**config.mk**
```make
export PLATFORM = sky130hd
export DESIGN_NAME = device_health_alarm_table
export DESIGN_NICKNAME = d
export VERILOG_FILES = /design/src/rtl/dha_pkg.sv /design/src/rtl/device_health_alarm_table.sv
export SDC_FILE = /design/constraint.sdc
export NUM_CORES = 1
export LEC_CHECK = 0
export ABC_AREA = 1
export BUFFER_PORTS_ARGS = -buffer_cell sky130_fd_sc_hd__buf_4
export CAP_MARGIN = 15
export CORE_UTILIZATION = 45
export CTS_BUF_LIST = sky130_fd_sc_hd__clkbuf_8 sky130_fd_sc_hd__clkbuf_16
export CTS_CLUSTER_SIZE = 16
export DETAILED_ROUTE_END_ITERATION = 10
export GPL_TIMING_DRIVEN = 0
export SETUP_SLACK_MARGIN = 0.5
export SYNTH_ARGS = -nofsm -noshare
export SYNTH_HDL_FRONTEND = slang
export SYNTH_SLANG_ARGS = --single-unit
```
**constraint.sdc**
```tcl
create_clock -name i_clk -period 8.2 [get_ports i_clk]
set_input_delay 0.41 -clock i_clk [delete_from_list [all_inputs] [get_ports i_clk]]
set_output_delay 0.41 -clock i_clk [all_outputs]
set_load 0.03 [all_outputs]
```
**src/rtl/dha_pkg.sv**
```systemverilog
`timescale 1ns / 1ps

package dha_pkg;

    localparam int KIND_W     = 3;
    localparam int INDEX_W    = 4;
    localparam int CODE_W     = 2;
    localparam int NOW_W      = 48;
    localparam int ATT_W      = 16;
    localparam int IN_DATA_W  = 56;
    localparam int OUT_DATA_W = 80;

    typedef enum logic [KIND_W-1:0] {
        K_ADD       = 3'd0,
        K_SUPPORTED = 3'd1,
        K_MAINT     = 3'd2,
        K_REACH     = 3'd3,
        K_STREAM    = 3'd4,
        K_STORAGE   = 3'd5,
        K_ACK       = 3'd6,
        K_QUERY     = 3'd7
    } t_kind;

    typedef enum logic [2:0] {
        ST_UNKNOWN     = 3'd0,
        ST_ONLINE      = 3'd1,
        ST_DEGRADED    = 3'd2,
        ST_OFFLINE     = 3'd3,
        ST_UNSUPPORTED = 3'd4
    } t_state;

    typedef enum logic [2:0] {
        RSN_NONE        = 3'd0,
        RSN_UNSUPPORTED = 3'd1,
        RSN_OFFLINE     = 3'd2,
        RSN_STREAM_FAIL = 3'd3,
        RSN_STORAGE_FAIL = 3'd4,
        RSN_STREAM_DEG  = 3'd5,
        RSN_STORAGE_LOW = 3'd6
    } t_reason;

    // status codes of reach, stream and storage reports
    localparam logic [CODE_W-1:0] CODE_UNKNOWN = 2'd0;
    localparam logic [CODE_W-1:0] CODE_OK      = 2'd1;
    localparam logic [CODE_W-1:0] CODE_LOW     = 2'd2;
    localparam logic [CODE_W-1:0] CODE_FAILED  = 2'd3;

    typedef struct packed {
        logic [1:0]         pad;
        logic [NOW_W-1:0]   now_ms;
        logic [CODE_W-1:0]  value;
        logic [INDEX_W-1:0] device_index;
    } t_in_data;

    typedef struct packed {
        logic [4:0]       pad;
        logic [ATT_W-1:0] attention_map;
        logic             notify_now;
        logic [NOW_W-1:0] alarm_since_ms;
        t_reason          reason_code;
        logic             maintenance_mode;
        logic             alarm_acked;
        logic             alarm_active;
        t_state           overall_state;
        logic             entry_exists;
    } t_out_data;

    typedef struct packed {
        logic              supported;
        logic [CODE_W-1:0] reach;
        logic [CODE_W-1:0] stream;
        logic [CODE_W-1:0] storage;
        t_state            state;
        logic              active;
        logic              acked;
        logic              maint;
        t_reason           reason;
    } t_entry;

    localparam t_entry ENTRY_INIT = '{
        supported: 1'b1,
        reach:     CODE_UNKNOWN,
        stream:    CODE_UNKNOWN,
        storage:   CODE_UNKNOWN,
        state:     ST_UNKNOWN,
        active:    1'b0,
        acked:     1'b0,
        maint:     1'b0,
        reason:    RSN_NONE
    };

    function automatic t_state derive_state(t_entry e);
        t_state st;
        if (!e.supported) begin
            st = ST_UNSUPPORTED;
        end else if (e.reach == CODE_LOW) begin
            st = ST_OFFLINE;
        end else if (e.reach == CODE_UNKNOWN) begin
            st = ST_UNKNOWN;
        end else if (e.stream[1] || e.storage[1]) begin
            st = ST_DEGRADED;
        end else begin
            st = ST_ONLINE;
        end
        return st;
    endfunction

    function automatic t_reason worst_reason(t_entry e);
        t_reason r;
        if (!e.supported) begin
            r = RSN_UNSUPPORTED;
        end else if (e.reach == CODE_LOW) begin
            r = RSN_OFFLINE;
        end else if (e.stream == CODE_FAILED) begin
            r = RSN_STREAM_FAIL;
        end else if (e.storage == CODE_FAILED) begin
            r = RSN_STORAGE_FAIL;
        end else if (e.stream == CODE_LOW) begin
            r = RSN_STREAM_DEG;
        end else if (e.storage == CODE_LOW) begin
            r = RSN_STORAGE_LOW;
        end else begin
            r = RSN_NONE;
        end
        return r;
    endfunction

endpackage

```
**src/rtl/device_health_alarm_table.sv**
```systemverilog
`timescale 1ns / 1ps

// Device health alarm table.
// Input channel s_axis: one event per transfer, kind in tuser, device index,
// value and timestamp in tdata. Output channel m_axis: one result per event,
// the addressed entry after the event, its notify flag and the attention map
// of all devices.
// An event is first held in the input register; the entry update and the
// result are then registered together in the output register.
// Throughput is one event per cycle while the receiver does not stall; the
// table is in flip-flops, so an event sees the update of the event right
// before it with no bubble.
// Reset clears every entry's valid bit and the valid flags of both pipeline
// stages; entries are initialized by an add event.
// When the receiver stalls, the result is held in the output register and the
// input register fills; s_axis_tready then drops until m_axis_tready returns.
// Events other than add for devices not yet added change nothing and return zero entry fields.
module device_health_alarm_table #(
    parameter int NUM_DEVICES = 16,
    parameter int TIME_BITS   = 48
) (
    input  logic                         i_clk,
    input  logic                         i_rst_n,
    input  logic                         s_axis_tvalid,
    output logic                         s_axis_tready,
    // device_index[3:0], value[5:4], now_ms[53:6], zero pad
    input  logic [dha_pkg::IN_DATA_W-1:0]  s_axis_tdata,
    // kind[2:0]
    input  logic [dha_pkg::KIND_W-1:0]     s_axis_tuser,
    output logic                         m_axis_tvalid,
    input  logic                         m_axis_tready,
    // entry_exists[0], overall_state[3:1], alarm_active[4], alarm_acked[5],
    // maintenance_mode[6], reason_code[9:7], alarm_since_ms[57:10],
    // notify_now[58], attention_map[74:59], zero pad
    output logic [dha_pkg::OUT_DATA_W-1:0] m_axis_tdata
);
    import dha_pkg::*;

    localparam int IDX_W = (NUM_DEVICES > 1) ? $clog2(NUM_DEVICES) : 1;

    logic                 r_in_valid;
    t_kind                r_kind;
    t_in_data             r_in;
    logic                 r_out_valid;
    t_out_data            r_out;

    logic [NUM_DEVICES-1:0] r_valid;
    t_entry                 r_ent   [NUM_DEVICES];
    logic [TIME_BITS-1:0]   r_since [NUM_DEVICES];

    logic                 w_advance;
    logic                 w_in_range;
    logic [IDX_W-1:0]     w_ix;
    logic                 w_cur_valid;
    t_entry               w_cur;
    logic [TIME_BITS-1:0] w_cur_since;
    logic [63:0]          w_now_ext;
    logic [TIME_BITS-1:0] w_now_t;
    logic                 w_refresh;
    t_state               w_st;
    logic                 w_we;
    logic                 n_valid;
    t_entry               n_ent;
    logic [TIME_BITS-1:0] n_since;
    logic [63:0]          w_since_ext;
    logic                 w_exists;
    logic [ATT_W-1:0]     w_att;
    t_out_data            n_out;

    assign w_advance     = r_in_valid && (!r_out_valid || m_axis_tready);
    assign s_axis_tready = !r_in_valid || w_advance;
    assign m_axis_tvalid = r_out_valid;
    assign m_axis_tdata  = r_out;

    always_comb begin
        w_in_range  = (int'(r_in.device_index) < NUM_DEVICES);
        w_ix        = IDX_W'(r_in.device_index);
        w_cur_valid = w_in_range && r_valid[w_ix];
        w_cur       = r_ent[w_ix];
        w_cur_since = r_since[w_ix];
        w_now_ext   = 64'(r_in.now_ms);
        w_now_t     = w_now_ext[TIME_BITS-1:0];

        n_valid   = w_cur_valid;
        n_ent     = w_cur;
        n_since   = w_cur_since;
        w_refresh = 1'b0;

        unique case (r_kind)
            K_ADD: begin
                if (!w_cur_valid) begin
                    n_valid = 1'b1;
                    n_ent   = ENTRY_INIT;
                    n_since = '0;
                end
            end
            K_SUPPORTED: begin
                n_ent.supported = |r_in.value;
                w_refresh       = 1'b1;
            end
            K_MAINT: n_ent.maint = |r_in.value;
            K_REACH: begin
                // failed reach folds into offline
                n_ent.reach = r_in.value[1] ? CODE_LOW : r_in.value;
                w_refresh   = 1'b1;
            end
            K_STREAM: begin
                n_ent.stream = r_in.value;
                w_refresh    = 1'b1;
            end
            K_STORAGE: begin
                n_ent.storage = r_in.value;
                w_refresh     = 1'b1;
            end
            K_ACK: begin
                if (w_cur.active) n_ent.acked = 1'b1;
            end
            K_QUERY: ;
        endcase

        w_st = derive_state(n_ent);
        if (w_refresh) begin
            n_ent.state = w_st;
            if (w_st == ST_OFFLINE || w_st == ST_DEGRADED || w_st == ST_UNSUPPORTED) begin
                if (!n_ent.active) begin
                    n_ent.active = 1'b1;
                    n_ent.acked  = 1'b0;
                    n_since      = w_now_t;
                end
                n_ent.reason = worst_reason(n_ent);
            end else if (n_ent.active) begin
                n_ent.active = 1'b0;
                n_ent.acked  = 1'b0;
                n_ent.reason = RSN_NONE;
                n_since      = '0;
            end
        end

        w_we = w_advance && w_in_range && ((r_kind == K_ADD) ? !w_cur_valid : w_cur_valid);
    end

    // attention bits see this event's update of its own entry
    for (genvar g = 0; g < ATT_W; g++) begin : g_att
        if (g < NUM_DEVICES) begin : g_dev
            logic w_hit;
            assign w_hit    = w_in_range && (w_ix == IDX_W'(g));
            assign w_att[g] = w_hit
                ? (n_valid && n_ent.active && !n_ent.acked && !n_ent.maint)
                : (r_valid[g] && r_ent[g].active && !r_ent[g].acked && !r_ent[g].maint);
        end else begin : g_none
            assign w_att[g] = 1'b0;
        end
    end

    always_comb begin
        w_since_ext = 64'(n_since);
        w_exists    = w_in_range && n_valid;
        n_out       = '0;
        if (w_exists) begin
            n_out.entry_exists     = 1'b1;
            n_out.overall_state    = n_ent.state;
            n_out.alarm_active     = n_ent.active;
            n_out.alarm_acked      = n_ent.acked;
            n_out.maintenance_mode = n_ent.maint;
            n_out.reason_code      = n_ent.reason;
            n_out.alarm_since_ms   = w_since_ext[NOW_W-1:0];
            n_out.notify_now       = n_ent.active && !n_ent.acked && !n_ent.maint;
        end
        n_out.attention_map = w_att;
    end

    always_ff @(posedge i_clk) begin
        if (!i_rst_n) begin
            r_in_valid  <= 1'b0;
            r_out_valid <= 1'b0;
            r_valid     <= '0;
        end else begin
            if (s_axis_tready) begin
                r_in_valid <= s_axis_tvalid;
            end
            if (w_advance) begin
                r_out_valid <= 1'b1;
            end else if (m_axis_tready) begin
                r_out_valid <= 1'b0;
            end
            if (w_we) begin
                r_valid[w_ix] <= n_valid;
            end
        end
    end

    always_ff @(posedge i_clk) begin
        if (s_axis_tready && s_axis_tvalid) begin
            r_kind <= t_kind'(s_axis_tuser);
            r_in   <= s_axis_tdata;
        end
        if (w_advance) begin
            r_out <= n_out;
        end
        if (w_we) begin
            r_ent[w_ix]   <= n_ent;
            r_since[w_ix] <= n_since;
        end
    end

endmodule
```
Word-level counts from Yosys, hierarchy flattened
Memories as Yosys holds them, arrays and structs flattened. A register that Yosys moved wholly into a read port is not among the register bits.
Cells that the tools add are included.
{ "op_classes": {"n_mul": 0, "n_div": 0, "reduce_logical": 105, "shift": 0, "bitwise_logic": 0, "n_eq_ne": 29, "n_lt_le_gt_ge": 2, "mux": 65, "add_sub_neg": 0} }
{ "op_table": {"columns": ["op", "count"], "rows": [
  ["$mux 48", 6],
  ["$logic_and 1x1->1", 57],
  ["$logic_not 1->1", 37],
  ["$mux 3", 11],
  ["$eq 4x4->1 const B", 8],
  ["$mux 1", 29],
  ["$bwmux 16", 1],
  ["$eq 4x3->1 const B", 4],
  ["$mux 16", 1],
  ["$eq 3x2->1 const B", 4],
  ["$eq 3x3->1 const B", 4],
  ["$mux 4", 3],
  ["$pmux 2 s2", 3],
  ["$eq 2x2->1 const B", 5],
  ["$mux 2", 5],
  ["$eq 4x2->1 const B", 2],
  ["$pmux 1 s2", 3],
  ["$logic_or 1x1->1", 5],
  ["$lt 4x5->1 const B", 1],
  ["$mux 5", 1],
  ["$bmux 1 s4", 1],
  ["$demux 1 s4", 1],
  ["$eq 4x1->1 const B", 1],
  ["$ge 4x1->1 const B", 1],
  ["7 further kinds", 7]
]} }
{ "word_totals": {"ram_bits": 1024, "romBits": 0, "reg_bits": 150, "latch_bits": 0, "wordCells": 219, "memories": 2, "out_inout_bits": 82, "input_bits": 63} }
{ "mem_list": {"columns": ["name", "words", "width", "read_ports", "rd_clocked_by_memory_dff", "write_ports", "line_no", "text"], "rows": [
  ["r_since", 16, 48, 1, 1, 1, "device_health_alarm_table.sv:49", "logic [TIME_BITS-1:0] r_since [NUM_DEVICES];"],
  ["r_ent", 16, 16, 17, 1, 1, "device_health_alarm_table.sv:48", "t_entry r_ent [NUM_DEVICES];"]
]} }

Logic depth before layout (Yosys ltp)
{ "depth": {"depth_word": 18, "ltp_mapped": 21, "mapped_depth_nobuf": 20} }

Worst setup path before layout
Ideal clock, no wire load.
{ "synth_timing": {"path_type": "register to register", "from": "reg r_out_valid (netlist: m_axis_tvalid)", "to": "reg r_valid[1]", "path_slack_ns": 2.134, "arrival_ns": 5.977, "stages_incl_launch_ff": 9, "t_required_ns": 8.111, "n_path_buf": 1, "setup_time_ns": 0.089, "path_cell_list": "dfxtp_1 nand2_1 nand2_1 inv_1 nand2_1 clkbuf_1 nor2_1 o21ai_0 a21oi_1"} }
{ "synth_between": {"elab_chain_cells": 4} }
{ "synth_rtl": {"columns": ["element", "line_no", "text"], "rows": [
  ["from (decl)", "device_health_alarm_table.sv:44", "logic r_out_valid;"],
  ["from (signal assigned)", "device_health_alarm_table.sv:175", "r_out_valid <= 1'b0;"],
  ["from (signal assigned)", "device_health_alarm_table.sv:182", "r_out_valid <= 1'b1;"],
  ["from (signal assigned)", "device_health_alarm_table.sv:184", "r_out_valid <= 1'b0;"],
  ["$logic_not 1->1", "device_health_alarm_table.sv:70", "assign w_advance = r_in_valid && (!r_out_valid || m_axis_tready);"],
  ["$logic_or 1x1->1", "device_health_alarm_table.sv:70", null],
  ["$logic_and 1x1->1", "device_health_alarm_table.sv:70", null],
  ["net w_advance", "device_health_alarm_table.sv:51", "logic w_advance;"],
  ["$logic_and 1x1->1", "device_health_alarm_table.sv:139", "w_we = w_advance && w_in_range && ((r_kind == K_ADD) ? !w_cur_valid : w_cur_valid);"],
  ["to (signal, indexed assignment)", "device_health_alarm_table.sv:187", "r_valid[w_ix] <= n_valid;"],
  ["to (decl)", "device_health_alarm_table.sv:47", "logic [NUM_DEVICES-1:0] r_valid;"]
]} }
The timed path passes the listed nets, and every way through them passes these cells.
A chain may end at the register's enable or synchronous reset.

==> results.sh <==
export IMPL_outcome="finished clean"
export IMPL_p_switching_w=0.003722
export IMPL_drt_pre_antenna_iters=6
export IMPL_clock_path_buffers=3
export IMPL_htree_levels=4
export IMPL_drc=0
export IMPL_design_area_um2=55890
export IMPL_drive_gt1_share_pct=13.62
export IMPL_sw_frac_of_total_pct=25.94
export IMPL_place_congestion=0.8747
export IMPL_finalCritPeriodShare_pct=59.48
export IMPL_crit_fanout=16
export IMPL_cpPeakStageDelay_ps=790
export IMPL_cts_tree="built"
export IMPL_crit_path_end_kind="flop"
export IMPL_max_freq_mhz=205.0
export IMPL_syn_inst=3598
export IMPL_p_int_w=0.01063
export IMPL_critPathTopFamily="buffers and inverters"
export IMPL_ys_ff_latch=1178
export IMPL_finalHoldViolations=0
export IMPL_vias_per_cell=5.964
export IMPL_synthToLayoutAreaGrowth_pct=18.42
export IMPL_gr_total_overflow=0
export IMPL_avgSynthCellArea_um2=13.12
export IMPL_seqPwrFrac_pct=48.9
export IMPL_cts_root_buf="clkbuf_16"
export IMPL_critPathBufInv=6
export IMPL_crit_path_top_delay_cell="clkbuf_1"
export IMPL_clk_insertion_delay_late_ps=740
export IMPL_hold_path_class="in2reg"
export IMPL_finClkSkew_ps=29.24
export IMPL_portBuffers=137
export IMPL_path_cells="clkinv_1 > clkbuf_1 > clkbuf_1 > buf_8 > clkbuf_1 > o221ai_1 > nand3_1 > nand2_1 > nand2_1 > inv_1 > nand2_4 > nand2_1"
export IMPL_die_w_um=325.9
export IMPL_ys_flop_type="edfxtp_1"
export IMPL_die_area_um2=106200
export IMPL_core_um2=103800
export IMPL_grt_pass1_vias=30960
export IMPL_initial_core_util_pct=45.48
export IMPL_dp_hpwl_um=97290
export IMPL_synth_distinct_cells=38
export IMPL_grt_start_max_net_pins=48
export IMPL_tightestPinTransition_ps=1223
export IMPL_yosys_warnings=0
export IMPL_synth_edf_count=1156
export IMPL_fin_crit_ps=4878
export IMPL_vias=32590
export IMPL_worstPathRequired_ps=8490
export IMPL_finalSetupTns_ps=0
export IMPL_grt_pass1_wl_um=213000
export IMPL_gr_usage_all_layers_pct=27.90
export IMPL_wl_per_cell_um=27.37
export IMPL_num_io_pins=145
export IMPL_rows=118
export IMPL_power_density_nw_per_um2=256.7
export IMPL_async_reset_ff_share_pct=0
export IMPL_max_cap_violations=0
export IMPL_p_comb_share_pct=11.9
export IMPL_synth_seq_area_share_pct=74.48
export IMPL_drtIter0Drc=4565
export IMPL_cp_data_arrival_time_ps=5170
export IMPL_startpoint_type="flop"
export IMPL_die_h_um=325.9
export IMPL_max_slew_margin_pct=18.46
export IMPL_clock_sinks=1178
export IMPL_slew_violations=0
export IMPL_power_frac_clock_pct=39.2
export IMPL_antenna_found_initial=1
export IMPL_p_leak_nw=19.05
export IMPL_holdCritStartpoint="s_axis_tvalid"
export IMPL_finalSetupViolCount=0
export IMPL_nNetsFinal=4052
export IMPL_routed_wl_um=149500
export IMPL_cts_buffers=130
export IMPL_netlist_area_um2=47200
export IMPL_critical_path_class="reg2reg"
export IMPL_ir_drop_uv=158.3
export IMPL_drtAntennaViolNets=0
export IMPL_clk_pin_slew_ps=60
export IMPL_post_cts_resized=0
export IMPL_placement_cell_area_um2=51210
export IMPL_rsz0062_at_grt="no"
-- path summary, 6_finish.rpt --
kind	endpoint	slack [ps]	cells after the start
max	r_since[2][8]$_DFFE_PP_	3320	12
min	flop	50	4
max reg2reg	r_since[2][8]$_DFFE_PP_	3320	12
min reg2reg	m_axis_tvalid$_SDFFE_PN0P_	500	2
-- tightest hold or removal path: stages --
cell	delay, ps
buf_4	90
nand2_1	110
nand2_1	80
nand2_1	40
-- per-stage QoR --
step | hold slack [ps] | total power (W) | setup slack, ps | util (%) | cells
final | 51.15 | 0.01435 | 3322 | 53.85 | 5464
after global placement | 468.0 | 0.008771 | -4026 | 48.14 | 5119
after detailed placement | 498.3 | 0.008801 | 3526 | 49.33 | 5175
after CTS | 34.18 | 0.01437 | 3503 | 53.83 | 5461
after floorplan | 458.1 | 0.008106 | 2134 | - | 3602
after global routing | 71.72 | 0.01475 | 3223 | 53.85 | 5463
-- sequential cells by signal, indices dropped and copies added, names as in the netlist, named ones only --
signal         cells
r_valid           16
m_axis_tdata      75
r_in               2
r_since          768
r_kind             3
w_now_t           48
m_axis_tvalid      1
w_ix               4
r_in_valid         1
r_ent            256
-- cells by family (layout without fill, tap and decap cells) --
family,Yosys count,after routing,share of synthesized area [%]
AO/OA/AOI/OAI,935,935,12.05
adder cells (fa/ha/maj),1,1,0.02650
buffers and inverters,370,851,3.428
flip-flops,1178,1178,74.48
other,1,6,0.007945
AND/OR/NAND/NOR,1113,1113,10.01
-- placed cells by master, fill, tap and decap left out, types with 6 or more instances in the layout --
| cell | count |
|---|---|
| buf_4 | 153 |
| o221ai_1 | 152 |
| a21oi_2 | 31 |
| bufinv_16 | 9 |
| buf_8 | 6 |
| nand2_4 | 31 |
| buf_2 | 57 |
| clkinv_8 | 6 |
| nor2_1 | 561 |
| buf_12 | 51 |
| clkbuf_16 | 133 |
| nand3_1 | 153 |
| o211ai_1 | 80 |
| a21oi_1 | 59 |
| nand2_2 | 11 |
| o21ai_0 | 502 |
| buf_1 | 11 |
| nand4_1 | 13 |
| clkinv_2 | 15 |
| nor3_1 | 13 |
| o22ai_1 | 75 |
| nor2_4 | 18 |
| inv_6 | 7 |
| clkbuf_1 | 159 |
| inv_2 | 6 |
| dfxtp_1 | 22 |
| nand2_1 | 307 |
| clkinv_1 | 29 |
| dlygate4sd3_1 | 59 |
| edfxtp_1 | 1156 |
| inv_1 | 134 |
| o21ai_1 | 27 |
-- power by group through the flow --
stage          clock, W  sequential (W)  combinational [W]
2_1_floorplan         0         0.00718           0.000928
3_3_place_gp          0         0.00715            0.00162
3_5_place_dp          0         0.00714            0.00166
4_1_cts         0.00567         0.00702            0.00168
5_1_grt         0.00590         0.00702            0.00183
6_report        0.00562         0.00702            0.00171
-- layer usage --
| metal | global-route usage (%) | routed length, µm | vias up |
|---|---|---|---|
| li1 | - | - | 14160 |
| met1 | 39.07 | 60270 | 16170 |
| met2 | 43.50 | 68400 | 1983 |
| met3 | 5.334 | 15870 | 270 |
| met4 | 10.18 | 4978 | 4 |
| met5 | 0 | 23 | - |
-- timing repair --
item / CTS / global route
setup buffers: 0 / 0
hold buffers: 59 / 0
endpoints found under the hold margin: 69 / 0
-- cell type report --
class / instances / area (µm²)
antenna: 1 / 2.502
fill: 8647 / 47900
tap: 1380 / 1727
timing repair buffer: 254 / 2748
sequential: 1178 / 35150
multi-input combinational: 2054 / 10570
buffer: 250 / 1165
inverter: 120 / 457.9
clock inverter: 93 / 729.5
clock buffer: 134 / 3342
-- synth_stat cells, types with 2 or more instances --
| cell | count | share of area, % |
|---|---|---|
| a31oi_1 | 2 | 0.027 |
| nand3_1 | 153 | 1.6 |
| o21ai_0 | 502 | 5.3 |
| o221ai_1 | 152 | 2.8 |
| edfxtp_1 | 1156 | 74 |
| inv_1 | 109 | 0.87 |
| a21oi_2 | 30 | 0.56 |
| buf_1 | 11 | 0.087 |
| buf_2 | 57 | 0.60 |
| buf_4 | 14 | 0.22 |
| nand2_1 | 307 | 2.4 |
| o21ai_1 | 27 | 0.29 |
| nor2_1 | 577 | 4.6 |
| a221o_1 | 2 | 0.042 |
| nor2_4 | 2 | 0.048 |
| nand2_4 | 31 | 0.74 |
| buf_6 | 5 | 0.12 |
| a21oi_1 | 60 | 0.64 |
| nand4_1 | 13 | 0.17 |
| nand3_2 | 5 | 0.11 |
| dfxtp_1 | 22 | 0.93 |
| inv_2 | 7 | 0.056 |
| nand2_2 | 11 | 0.15 |
| clkinv_1 | 3 | 0.024 |
| nor3_1 | 13 | 0.14 |
| o211ai_1 | 80 | 1.3 |
| buf_12 | 4 | 0.17 |
| o22ai_1 | 75 | 0.99 |
| clkbuf_1 | 159 | 1.3 |
(Power assumes the default switching activity.)
